===== src/rtl/vmu_pkg.sv =====
// Package for the vector magnitude unit: mode codes, payload widths and
// the structure passed from the merge stage into the square-root pipeline.
// No dependencies.
`timescale 1ns / 1ps
`default_nettype none

package vmu_pkg;

	localparam int COMP_W = 32;
	localparam int ABS_W  = 32;
	localparam int SQ_W   = 64;
	localparam int MAG_W  = 33;
	localparam int ROOT_W = 32;
	localparam int REM_W  = 34;

	typedef enum logic [3:0] {
		MODE_EUCLID3D   = 4'd0,
		MODE_L1_3D      = 4'd1,
		MODE_APPROX13   = 4'd2,
		MODE_APPROX9    = 4'd3,
		MODE_APPROX8    = 4'd4,
		MODE_EUCLID2D   = 4'd5,
		MODE_L1_2D      = 4'd6,
		MODE_MAXHALFMIN = 4'd7,
		MODE_ALPHABETA  = 4'd8
	} mode_t;

	typedef struct packed {
		logic [SQ_W-1:0]  sum;
		logic [MAG_W-1:0] alt;
		logic             use_sqrt;
	} sqrt_req_t;

endpackage

`default_nettype wire


===== src/rtl/vmu_lane.sv =====
// One component lane: absolute value, then its square.
// Depends on vmu_pkg.
`timescale 1ns / 1ps
`default_nettype none

module vmu_lane (
	input  wire logic                             clk,
	input  wire logic                             en1,
	input  wire logic                             en2,
	input  wire logic signed [vmu_pkg::COMP_W-1:0] comp,
	output logic [vmu_pkg::ABS_W-1:0]              abs_s2,
	output logic [vmu_pkg::SQ_W-1:0]               sq_s2
);
	import vmu_pkg::*;

	logic [ABS_W-1:0] abs_s1;
	logic [ABS_W-1:0] abs_d;

	// The most negative value negates to 2^31, which still fits unsigned.
	assign abs_d = comp[COMP_W-1] ? (~comp + 1'b1) : comp;

	always_ff @(posedge clk) begin
		if (en1) begin
			abs_s1 <= abs_d;
		end
		if (en2) begin
			abs_s2 <= abs_s1;
			sq_s2  <= abs_s1 * abs_s1;
		end
	end
endmodule

`default_nettype wire


===== config.mk =====
export PLATFORM = sky130hd
export DESIGN_NAME = vmu_lane
export DESIGN_NICKNAME = d
export VERILOG_FILES = /design/src/rtl/vmu_pkg.sv /design/src/rtl/vmu_lane.sv
export SDC_FILE = /design/constraint.sdc
export NUM_CORES = 2
export LEC_CHECK = 0
export ABC_CLOCK_PERIOD_IN_PS = 12700
export CAP_MARGIN = 10
export CORE_MARGIN = 5
export CORE_UTILIZATION = 35
export DETAILED_ROUTE_END_ITERATION = 8
export DONT_BUFFER_PORTS = 1
export MAX_ROUTING_LAYER = met4
export PLACE_DENSITY = 0.55
export SYNTH_ARGS = -nofsm -noshare
export SYNTH_HDL_FRONTEND = slang
export SYNTH_SLANG_ARGS = --single-unit

===== constraint.sdc =====
create_clock -name clk -period 12.7 [get_ports clk]
set_input_delay 0.635 -clock clk [delete_from_list [all_inputs] [get_ports clk]]
set_output_delay 0.635 -clock clk [all_outputs]
set_load 0.1 [all_outputs]

==> metrics.log <==
[metrics] number of H-tree levels: 4
[metrics] total vias in the final route: between 20k and 25k
[metrics] number of global-route vias before repair: 24.8k
[metrics] number of nets in the finished design: between 4k and 5k
[metrics] Max Transition Viols Final: 0
[metrics] first-pass GRT wire length: between 100000 and 150000 um
[metrics] CORE AREA: a little under 100000 sq um
[metrics] commonest register cell after synthesis: sky130_fd_sc_hd__edfxtp_1
[metrics] initial detailed-routing violation count: 1344
[metrics] per-cell via count in the routed design: 4.81
[metrics] largest net degree at the start of global routing: 95
[metrics] Synth Area per Inst: ~9.9 sq um
[metrics] Worst setup EP type: flip-flop
[metrics] portion of the clock cycle consumed by the worst path in the final layout: between 70 and 80%
[metrics] detailed-route DRC error count: 0
[metrics] share of cell area taken by muxes after synthesis: 0.184%
[metrics] Min-Delay Startpoint: comp[0]
[metrics] Max Buffers Root-to-Sink: 2
[metrics] crit-path most repeated cell: sky130_fd_sc_hd__fa_1
[metrics] final total negative setup slack: 0 ns
[metrics] Crit. Startpoint: abs_s1[9]$_DFFE_PP_
[metrics] half-perimeter wire length after detailed placement: approximately 76000 um
[metrics] Worst Path Buf+Inv: 4
[metrics] Largest stage delay, worst path: between 0.8 and 0.9 ns
[metrics] max-cap violation count: 0
[metrics] startpoint-to-endpoint class of the critical path: reg2reg
[metrics] Top delay family on crit path: adder cells
[metrics] overflow left after global routing: 0
[metrics] FP Rows: between 100 and 150
[metrics] Gates resized, CTS repair: 0
[metrics] cts bufs inserted: 17
[metrics] count of input and output buffers: 0
[metrics] Detailed Routing Iterations Pass 1: 5
[metrics] Post-CTS Setup Bufs: 0
[metrics] floorplan die height: between 300 and 400 um
[metrics] number of nets in the synthesized netlist: ~4.6k
[metrics] fraction of the mapped netlist area in simple logic gates: about a tenth
[metrics] Arr. time, crit path: 9.81 ns
[metrics] synthesized-area fraction occupied by ao, oa, aoi and oai cells: a little over 5%
[metrics] IO Count: 131
[metrics] clock insertion delay at the later pin of the skew report: roughly 0.45 ns
[metrics] slowest cell on the critical path: sky130_fd_sc_hd__edfxtp_1
[metrics] initial antenna violation count: 0
[metrics] sequential cell area fraction in the yosys report: between 10% and 20%
[metrics] result of the run: finished clean
[metrics] post-synthesis share of cell area spent on full adders, half adders and majority gates: slightly below 60%
[metrics] ys async rst share: 0%
[metrics] worst slew margin relative to its limit: between 15 and 20%
[metrics] fraction of final layout cells with drive strength greater than 1: a little over 3%
[metrics] Synth Warn #: 0
[metrics] Routed Wire Length: 94700 um
[metrics] FF+latch count, synth: about 130
[metrics] post-DR wirelength/cell: ~20 um
[metrics] Critical Path, Cell by Cell: buf_4, inv_1, nor2_1, fa_1, fa_1, inv_1, fa_1, fa_1, inv_1, fa_1, fa_1, fa_1, fa_1, ha_1, and3_1, or4b_2, nor2_1, nand4_1, a21oi_1, o2111ai_1, a221oi_2, a21oi_1, o311ai_0
[metrics] clock root cell: sky130_fd_sc_hd__clkbuf_16
[metrics] CTS tree: yes
[metrics] clock skew: about 0.021 ns
[metrics] Worst Setup Start Kind: flip-flop
[metrics] largest family of logic cells by synthesized area: adder cells
[metrics] synthesized-area fraction occupied by xor and xnor cells: ~3.3%
[metrics] number of flops mapped to enable cells by yosys: between 100 and 150
[metrics] antenna-violating nets left: 0
[metrics] Cells after Synth: 3456
[metrics] worst min-delay path class: in2reg
[metrics] sink count of the clock tree: roughly 130
[metrics] min Tclk post-route: about 9.6 ns
[metrics] final count of hold timing violations: 0
[metrics] Req. time, crit path: between 10 and 15 ns
[metrics] overall routing resource usage: roughly a fifth
[metrics] initial core utilization: 35.2%
[metrics] Hold-fix buffers, CTS: 0
[metrics] Die X-Extent: roughly 320 um
[metrics] Setup Viol. Count Final: 0
[metrics] Worst Path Max Fanout: 16
[metrics] actual transition at the worst max-transition pin: about 1.2 ns
[metrics] routability congestion estimate from global placement: about 0.92
[metrics] die outline area: between 100000 and 150000 sq um
[metrics] Mapped Area: about 34000 sq um
[metrics] setup repair after global routing missed its margin: false
[metrics] Clock Pin Slew Worst Setup and Hold Paths: roughly 0.07 ns
[metrics] count of unique library cells instantiated by Yosys: 61
[metrics] reg-to-reg startpoint: abs_s1[9]$_DFFE_PP_
[metrics] max frequency: roughly 100 MHz
[metrics] area added between synthesis and finish: 5.71%
## state kept, by name (all words and copies together), names as in the netlist
register,flops
abs_s1,32
abs_s2,32
sq_s2,62
## cell usage in the layout, fill, tap and decap left out, types with 18 or more instances in the layout
cell type,netlist,layout
sky130_fd_sc_hd__o21bai_1,18,18
sky130_fd_sc_hd__nor2_1,69,69
sky130_fd_sc_hd__o21ai_0,49,49
sky130_fd_sc_hd__nand2_1,309,309
sky130_fd_sc_hd__xor2_1,49,49
sky130_fd_sc_hd__fa_1,792,792
sky130_fd_sc_hd__edfxtp_1,126,126
sky130_fd_sc_hd__nand4_1,18,18
sky130_fd_sc_hd__xnor2_1,79,79
sky130_fd_sc_hd__inv_1,973,973
sky130_fd_sc_hd__ha_1,302,302
sky130_fd_sc_hd__and2_1,234,234
sky130_fd_sc_hd__buf_4,2,39
sky130_fd_sc_hd__a21o_1,33,33
sky130_fd_sc_hd__nand3_1,19,19
sky130_fd_sc_hd__a21oi_1,98,98
## layout make-up
class | count | area, sq um
fillers | 9849 | 60700
multi-input cells | 2221 | 26100
flip-flops and latches | 126 | 3780
inverters | 974 | 3660
well taps | 1276 | 1600
clock buffers | 17 | 425
repair buffers | 40 | 320
clock inverters | 15 | 120
diodes | 1 | 2.50
## worst paths after layout
| check | endpoint | slack (ns) | depth (start not counted) |
|---|---|---|---|
| min | abs_s1[0]$_DFFE_PP_ | 0.30 | 0 |
| min reg2reg | abs_s2[21]$_DFFE_PP_ | 0.45 | 0 |
| max | sq_s2[53]$_DFFE_PP_ | 3.13 | 23 |
| max reg2reg | sq_s2[53]$_DFFE_PP_ | 3.13 | 23 |
## cells by family (layout without fill, tap and decap cells)
group / after synthesis / count (layout)
other cells: 1 / 2
buf+inv: 1109 / 1046
flops: 126 / 126
xor+xnor: 128 / 128
simple gates: 716 / 716
fa+ha+maj: 1094 / 1094
compound gates: 276 / 276
mux: 6 / 6
## per-layer routing
layer | GRT usage, % | up-vias | share of wire, %
met5 | - | - | 0
met4 | 2.95 | 0 | 1.5
met3 | 2.60 | 82 | 4.7
met2 | 33.3 | 468 | 51
met1 | 24.9 | 11819 | 43
li1 | - | 10115 | -
## cell usage after synthesis (all sizes together) (6+ instances only)
master    n  area share (%)
nand4    18            0.33
a31o     12            0.31
o21ai    49            0.72
o31ai     6            0.13
xnor2    79             2.0
edfxtp  126              11
ha      302              11
and2    234             4.3
o41ai     6            0.18
a211oi    8            0.18
buf       7            0.11
fa      792              47
a21o     33            0.73
clkbuf  128             1.4
nor3     13            0.19
nor2     69            0.76
o21bai   18            0.40
nor2b    14            0.26
nand3    19            0.28
or4       7            0.20
or2       9            0.17
nand2   309             3.4
a21oi    98             1.4
inv     973              11
xor2     49             1.3
a31oi    12            0.22
## metrics by stage
step | hold WS, ns | setup slack, ns | area (sq um) | util [%] | std cells
2_1_floorplan | 0.424 | 4.90 | 34100 | - | 3456
4_1_cts | 0.267 | 3.11 | 36000 | 37.3 | 4669
5_1_grt | 0.266 | 2.71 | 36000 | 37.3 | 4669
3_5_place_dp | 0.438 | 3.12 | 35500 | 36.7 | 4637
3_3_place_gp | 0.432 | 3.26 | 35500 | 36.7 | 4637
6_report | 0.296 | 3.13 | 36000 | 37.3 | 4670
Power is not shown: default switching activity piles up to over one toggle a cycle in this logic, so the estimate is an artifact.
