## config.mk

```make
export PLATFORM = sky130hd
export DESIGN_NAME = vmu_merge
export DESIGN_NICKNAME = d
export VERILOG_FILES = /design/src/rtl/vmu_pkg.sv /design/src/rtl/vmu_merge.sv
export SDC_FILE = /design/constraint.sdc
export NUM_CORES = 2
export LEC_CHECK = 0
export BUFFER_PORTS_ARGS = -buffer_cell sky130_fd_sc_hd__buf_4
export CAP_MARGIN = 5
export CORE_MARGIN = 3
export CORE_UTILIZATION = 35
export DETAILED_ROUTE_END_ITERATION = 8
export SYNTH_ARGS = -nofsm -noshare
export SYNTH_HDL_FRONTEND = slang
export SYNTH_SLANG_ARGS = --single-unit
```

## constraint.sdc

```tcl
create_clock -name clk -period 4.8 [get_ports clk]
set_clock_uncertainty 0.15 [all_clocks]
set_input_delay 0.96 -clock clk [delete_from_list [all_inputs] [get_ports clk]]
set_output_delay 0.96 -clock clk [all_outputs]
set_load 0.02 [all_outputs]
```

## src/rtl/vmu_pkg.sv

```systemverilog
// Package for the vector magnitude unit: mode codes, payload widths and
// the structure passed from the merge stage into the square-root pipeline.
// No dependencies.
`timescale 1ns / 1ps
`default_nettype none

package vmu_pkg;

	localparam int COMP_W = 32;
	localparam int ABS_W  = 32;
	localparam int SQ_W   = 64;
	localparam int MAG_W  = 33;
	localparam int ROOT_W = 32;
	localparam int REM_W  = 34;

	typedef enum logic [3:0] {
		MODE_EUCLID3D   = 4'd0,
		MODE_L1_3D      = 4'd1,
		MODE_APPROX13   = 4'd2,
		MODE_APPROX9    = 4'd3,
		MODE_APPROX8    = 4'd4,
		MODE_EUCLID2D   = 4'd5,
		MODE_L1_2D      = 4'd6,
		MODE_MAXHALFMIN = 4'd7,
		MODE_ALPHABETA  = 4'd8
	} mode_t;

	typedef struct packed {
		logic [SQ_W-1:0]  sum;
		logic [MAG_W-1:0] alt;
		logic             use_sqrt;
	} sqrt_req_t;

endpackage

`default_nettype wire

```

## src/rtl/vmu_merge.sv

```systemverilog
// Merge stage: sorts the lane magnitudes, forms the shift approximations
// and the sum of squares for the square-root pipeline. Depends on vmu_pkg.
`timescale 1ns / 1ps
`default_nettype none

module vmu_merge (
	input  wire logic                      clk,
	input  wire logic                      arst_n,
	input  wire logic                      in_valid,
	output logic                           in_ready,
	input  wire logic [3:0]                mode,
	input  wire logic [vmu_pkg::ABS_W-1:0] ax,
	input  wire logic [vmu_pkg::ABS_W-1:0] ay,
	input  wire logic [vmu_pkg::ABS_W-1:0] az,
	input  wire logic [vmu_pkg::SQ_W-1:0]  sx,
	input  wire logic [vmu_pkg::SQ_W-1:0]  sy,
	input  wire logic [vmu_pkg::SQ_W-1:0]  sz,
	output logic                           out_valid,
	input  wire logic                      out_ready,
	output vmu_pkg::sqrt_req_t             req_s3
);
	import vmu_pkg::*;

	logic [MAG_W-1:0] x, y, z, a1, b1, hi, md, lo, mx2, mn2, alt, t8;
	sqrt_req_t        req_d;

	assign in_ready = !out_valid || out_ready;

	always_comb begin
		x = {1'b0, ax};
		y = {1'b0, ay};
		z = {1'b0, az};
		// Three compare-exchange steps give max, median and min.
		a1 = (x < y) ? y : x;
		b1 = (x < y) ? x : y;
		hi = (a1 < z) ? z : a1;
		lo = (a1 < z) ? a1 : z;
		md = (b1 < lo) ? lo : b1;
		lo = (b1 < lo) ? b1 : lo;
		mx2 = (x > y) ? x : y;
		mn2 = (x > y) ? y : x;
		t8 = mx2 + (mn2 >> 1) - (mx2 >> 5) - (mx2 >> 7)
			- (mn2 >> 4) - (mn2 >> 5) - (mn2 >> 7);
		alt = '0;
		req_d.use_sqrt = 1'b0;
		req_d.sum = sx + sy + sz;
		unique case (mode)
			MODE_EUCLID3D:   req_d.use_sqrt = 1'b1;
			MODE_L1_3D:      alt = x + y + z;
			MODE_APPROX13:   alt = hi + ((md + lo) >> 2);
			MODE_APPROX9:    alt = hi + (md >> 2) + (md >> 4) + (lo >> 2);
			MODE_APPROX8:    alt = hi + (md >> 2) + (md >> 4) + (md >> 5) + (lo >> 2);
			MODE_EUCLID2D: begin
				req_d.use_sqrt = 1'b1;
				req_d.sum      = sx + sy;
			end
			MODE_L1_2D:      alt = x + y;
			MODE_MAXHALFMIN: alt = mx2 + (mn2 >> 1);
			MODE_ALPHABETA:  alt = t8;
			default:         alt = '0;
		endcase
		req_d.alt = alt;
	end

	always_ff @(posedge clk or negedge arst_n) begin
		if (!arst_n) begin
			out_valid <= 1'b0;
		end else if (in_ready) begin
			out_valid <= in_valid;
		end
	end

	always_ff @(posedge clk) begin
		if (in_ready && in_valid) begin
			req_s3 <= req_d;
		end
	end
endmodule

`default_nettype wire

```

==> run_results.csv <==
group,metric,value,unit
outcome,status,"finished, violations left",
outcome,violations,"negative setup slack",
finish,n_fill_cell,8695,
timing,slew_violations,0,
worst_setup_path,critPathRequiredTime,4.75,ns
global_routing,grt_max_degree,68,
cts,clock-sinks,99,
cts,hold_buffers,0,
yosys,syn_nets,5447,
hold_path,hp-class,"in -> async",
cts,cts.clk_slew.worst_paths,0.09,ns
yosys,synth_ff_type,"edfxtp_1",
die,die-area,0.102,mm²
worst_setup_path,critical_path_arrival,13.14,ns
global_routing,grt_pass1_vias,41700,
job,maxCapViolations,0,
routing,avgViaCountPerCell,5.27,
cts,h-tree-depth,3,
worst_setup_path,critPathLaunchType,"input pin",
placed_design,placed_area,0.0531,mm²
global_routing,grt_usage,28.7,%
timing,setup_viol,79,
placed_design,dpl.hpwl,131000,µm
worst_setup_path,cpMostUsedCell,"buf_4",
yosys,yosysWarnings,0,
timing,max_freq,0.0758,GHz
routing,wire_per_inst,19.5,µm
die,rows,114,
yosys,ys_seq_area_share,8.61,%
die,die_w,320,µm
cts,cts_tree,"built",
die,io_pins,396,
worst_setup_path,reg2regPathDepth,3,
worst_setup_path,setup.worst_path.end_class,"flop",
timing,postLayoutSetupSlackWorst,-8.39,ns
yosys,synth_cell_type_count,93,
finish,syn_to_final_growth,66.3,%
timing,fin_tns_setup,-279.66,ns
finish,multi_input_area,0.0327,mm²
global_routing,grt_busiest_layer,"met2",
timing,rsz0062_at_grt,"true",
routing,postRouteAntennaNets,0,
finish,fin_area,0.0573,mm²
global_routing,met2_usage,49.5,%
yosys,synth_edf_count,98,
timing,final.period_utilization,275,%
worst_setup_path,max_stage_delay,0.54,ns
routing,drt_wl_total,155000,µm
routing,drc,0,
finish,fin_nets,7627,
worst_setup_path,crit_slowest_cell,"or4_4",
routing,drtIter0Drc,3025,
worst_setup_path,critPathKind,"in -> reg",
global_routing,grt_overflow,0,
timing,hold_ws,0.162,ns
cts,ctsRootBufferMaster,"clkbuf_16",
die,chipHeight,320,µm
placed_design,gp_congestion,0.992,
cts,insertion_delay,0.40,ns
yosys,synthArstFlopShare,1.01,%
finish,layout_commonest_cell,"buf_4",
yosys,ys_seq_elements,99,
finish,final_util,59.0,%
routing,dr.pass1.iters,6,
routing,num_vias,41900,
timing,fin_crit,13.19,ns
worst_setup_path,r2r_slack,2.60,ns
timing,slew_headroom,22.6,%
yosys,syn_inst,4478,
global_routing,use_met1,37.5,%
worst_setup_path,cp_max_fo,7,
worst_setup_path,r2r_start,"out_valid$_DFFE_PN0N_",
worst_setup_path,crit_start,"ax[12]",
global_routing,grt_pass1_wl,230000,µm
die,coreArea,0.0971,mm²
finish,final_cell_mix,"buf_4, inv_1, ha_1, a21oi_1, nor2_1",
placed_design,port_buffers,395,
global_routing,grt_antenna_before_repair,4,
timing,worstMarginPinSlew,1.16,ns
finish,final_layout_size_suffix_gt1_share,43.9,%
cts,numCtsBuffers,9,
worst_setup_path,rr_endpoint,"req_s3[10]$_DFFE_PP_",
cts,clock_path_buffers,2,
finish,register_area,0.00297,mm²
die,initial_core_util,35.5,%
global_routing,met3_usage,2.75,%
timing,hold_viol_final,0,
yosys,syn_area_per_cell,7.70,µm²
yosys,syn_area,0.0345,mm²
## cell type report
cell class                 count  share of cell area [%]
antenna                        4                  0.0175
clock buffer                   9                   0.393
clock inverter                 7                   0.122
inverter                     537                    3.63
multi-input combinational   3736                    57.1
sequential                    99                    5.18
tap                         1276                    2.79
timing repair buffer        2275                    30.8
## registers in the layout (all words and copies together) (netlist names)
name	flops
out_valid	1
req_s3	98
## cells in the mapped netlist, drive strengths merged (52+ instances only)
master    n  share of area [%]
ha      516                 19
o21ai   289                4.2
nor3     75                1.1
o21a     84                1.8
nand3    78                1.1
a21o    173                3.8
xor2    127                3.2
edfxtp   98                8.5
a21oi   451                6.6
a211oi   52                1.1
nor2    368                4.0
inv     537                5.8
nand2b   66                1.2
fa      157                9.1
mux2i    68                2.1
clkbuf   70               0.77
o21bai   60                1.3
xnor2   239                6.1
mux2     84                2.7
nand2   266                2.9
## routing by layer
metal,up-vias,part of all wire (%)
met1,19900,43
met3,249,6.1
met5,-,0
met4,0,4.0
met2,1351,47
li1,20400,-
## worst max-delay path by stage
stage                                      end  slack, ns  cells after the start
after CTS                 req_s3[31]$_DFFE_PP_      -8.00                     63
final                     req_s3[31]$_DFFE_PP_      -8.39                     61
after detailed placement  req_s3[33]$_DFFE_PP_      -9.55                     61
after global routing      req_s3[31]$_DFFE_PP_      -8.69                     61
after global placement    req_s3[33]$_DFFE_PP_      -9.21                     61
after floorplan           req_s3[33]$_DFFE_PP_      -7.73                     64
## through the flow
step | cells | setup WS, ns
final | 7943 | -8.39
after detailed placement | 7797 | -9.55
after floorplan | 4478 | -7.73
after CTS | 7881 | -8.00
after global placement | 7797 | -9.21
after global routing | 7943 | -8.69
## kinds of logic (layout without fill, tap and decap cells)
group | Yosys count | after routing | share of synthesized area, %
multiplexers | 152 | 152 | 4.89
other | 0 | 4 | 0
XOR/XNOR | 367 | 367 | 9.39
flip-flops | 99 | 99 | 8.61
buffers and inverters | 645 | 2828 | 7.27
AND/OR/NAND/NOR | 1095 | 1095 | 15.1
AO/OA/AOI/OAI | 1446 | 1448 | 26.9
adder cells (fa/ha/maj) | 674 | 674 | 27.9
## critical path: cells and delay by family
family	cells	cell delay, ns
buffers and inverters	15	1.92
AND/OR/NAND/NOR	14	3.64
AO/OA/AOI/OAI	21	3.58
multiplexers	2	0.50
XOR/XNOR	2	0.34
adder cells (fa/ha/maj)	7	2.19
## timing repair
item                                    4_1_cts  5_1_grt
endpoints found under the setup margin       81       83
cloned                                        4        1
setup buffers                                78       64
pin swaps                                   195      178
resized for setup                           297      281
Power is not shown: default switching activity piles up to over one toggle a cycle in this logic, so the estimate is an artifact.
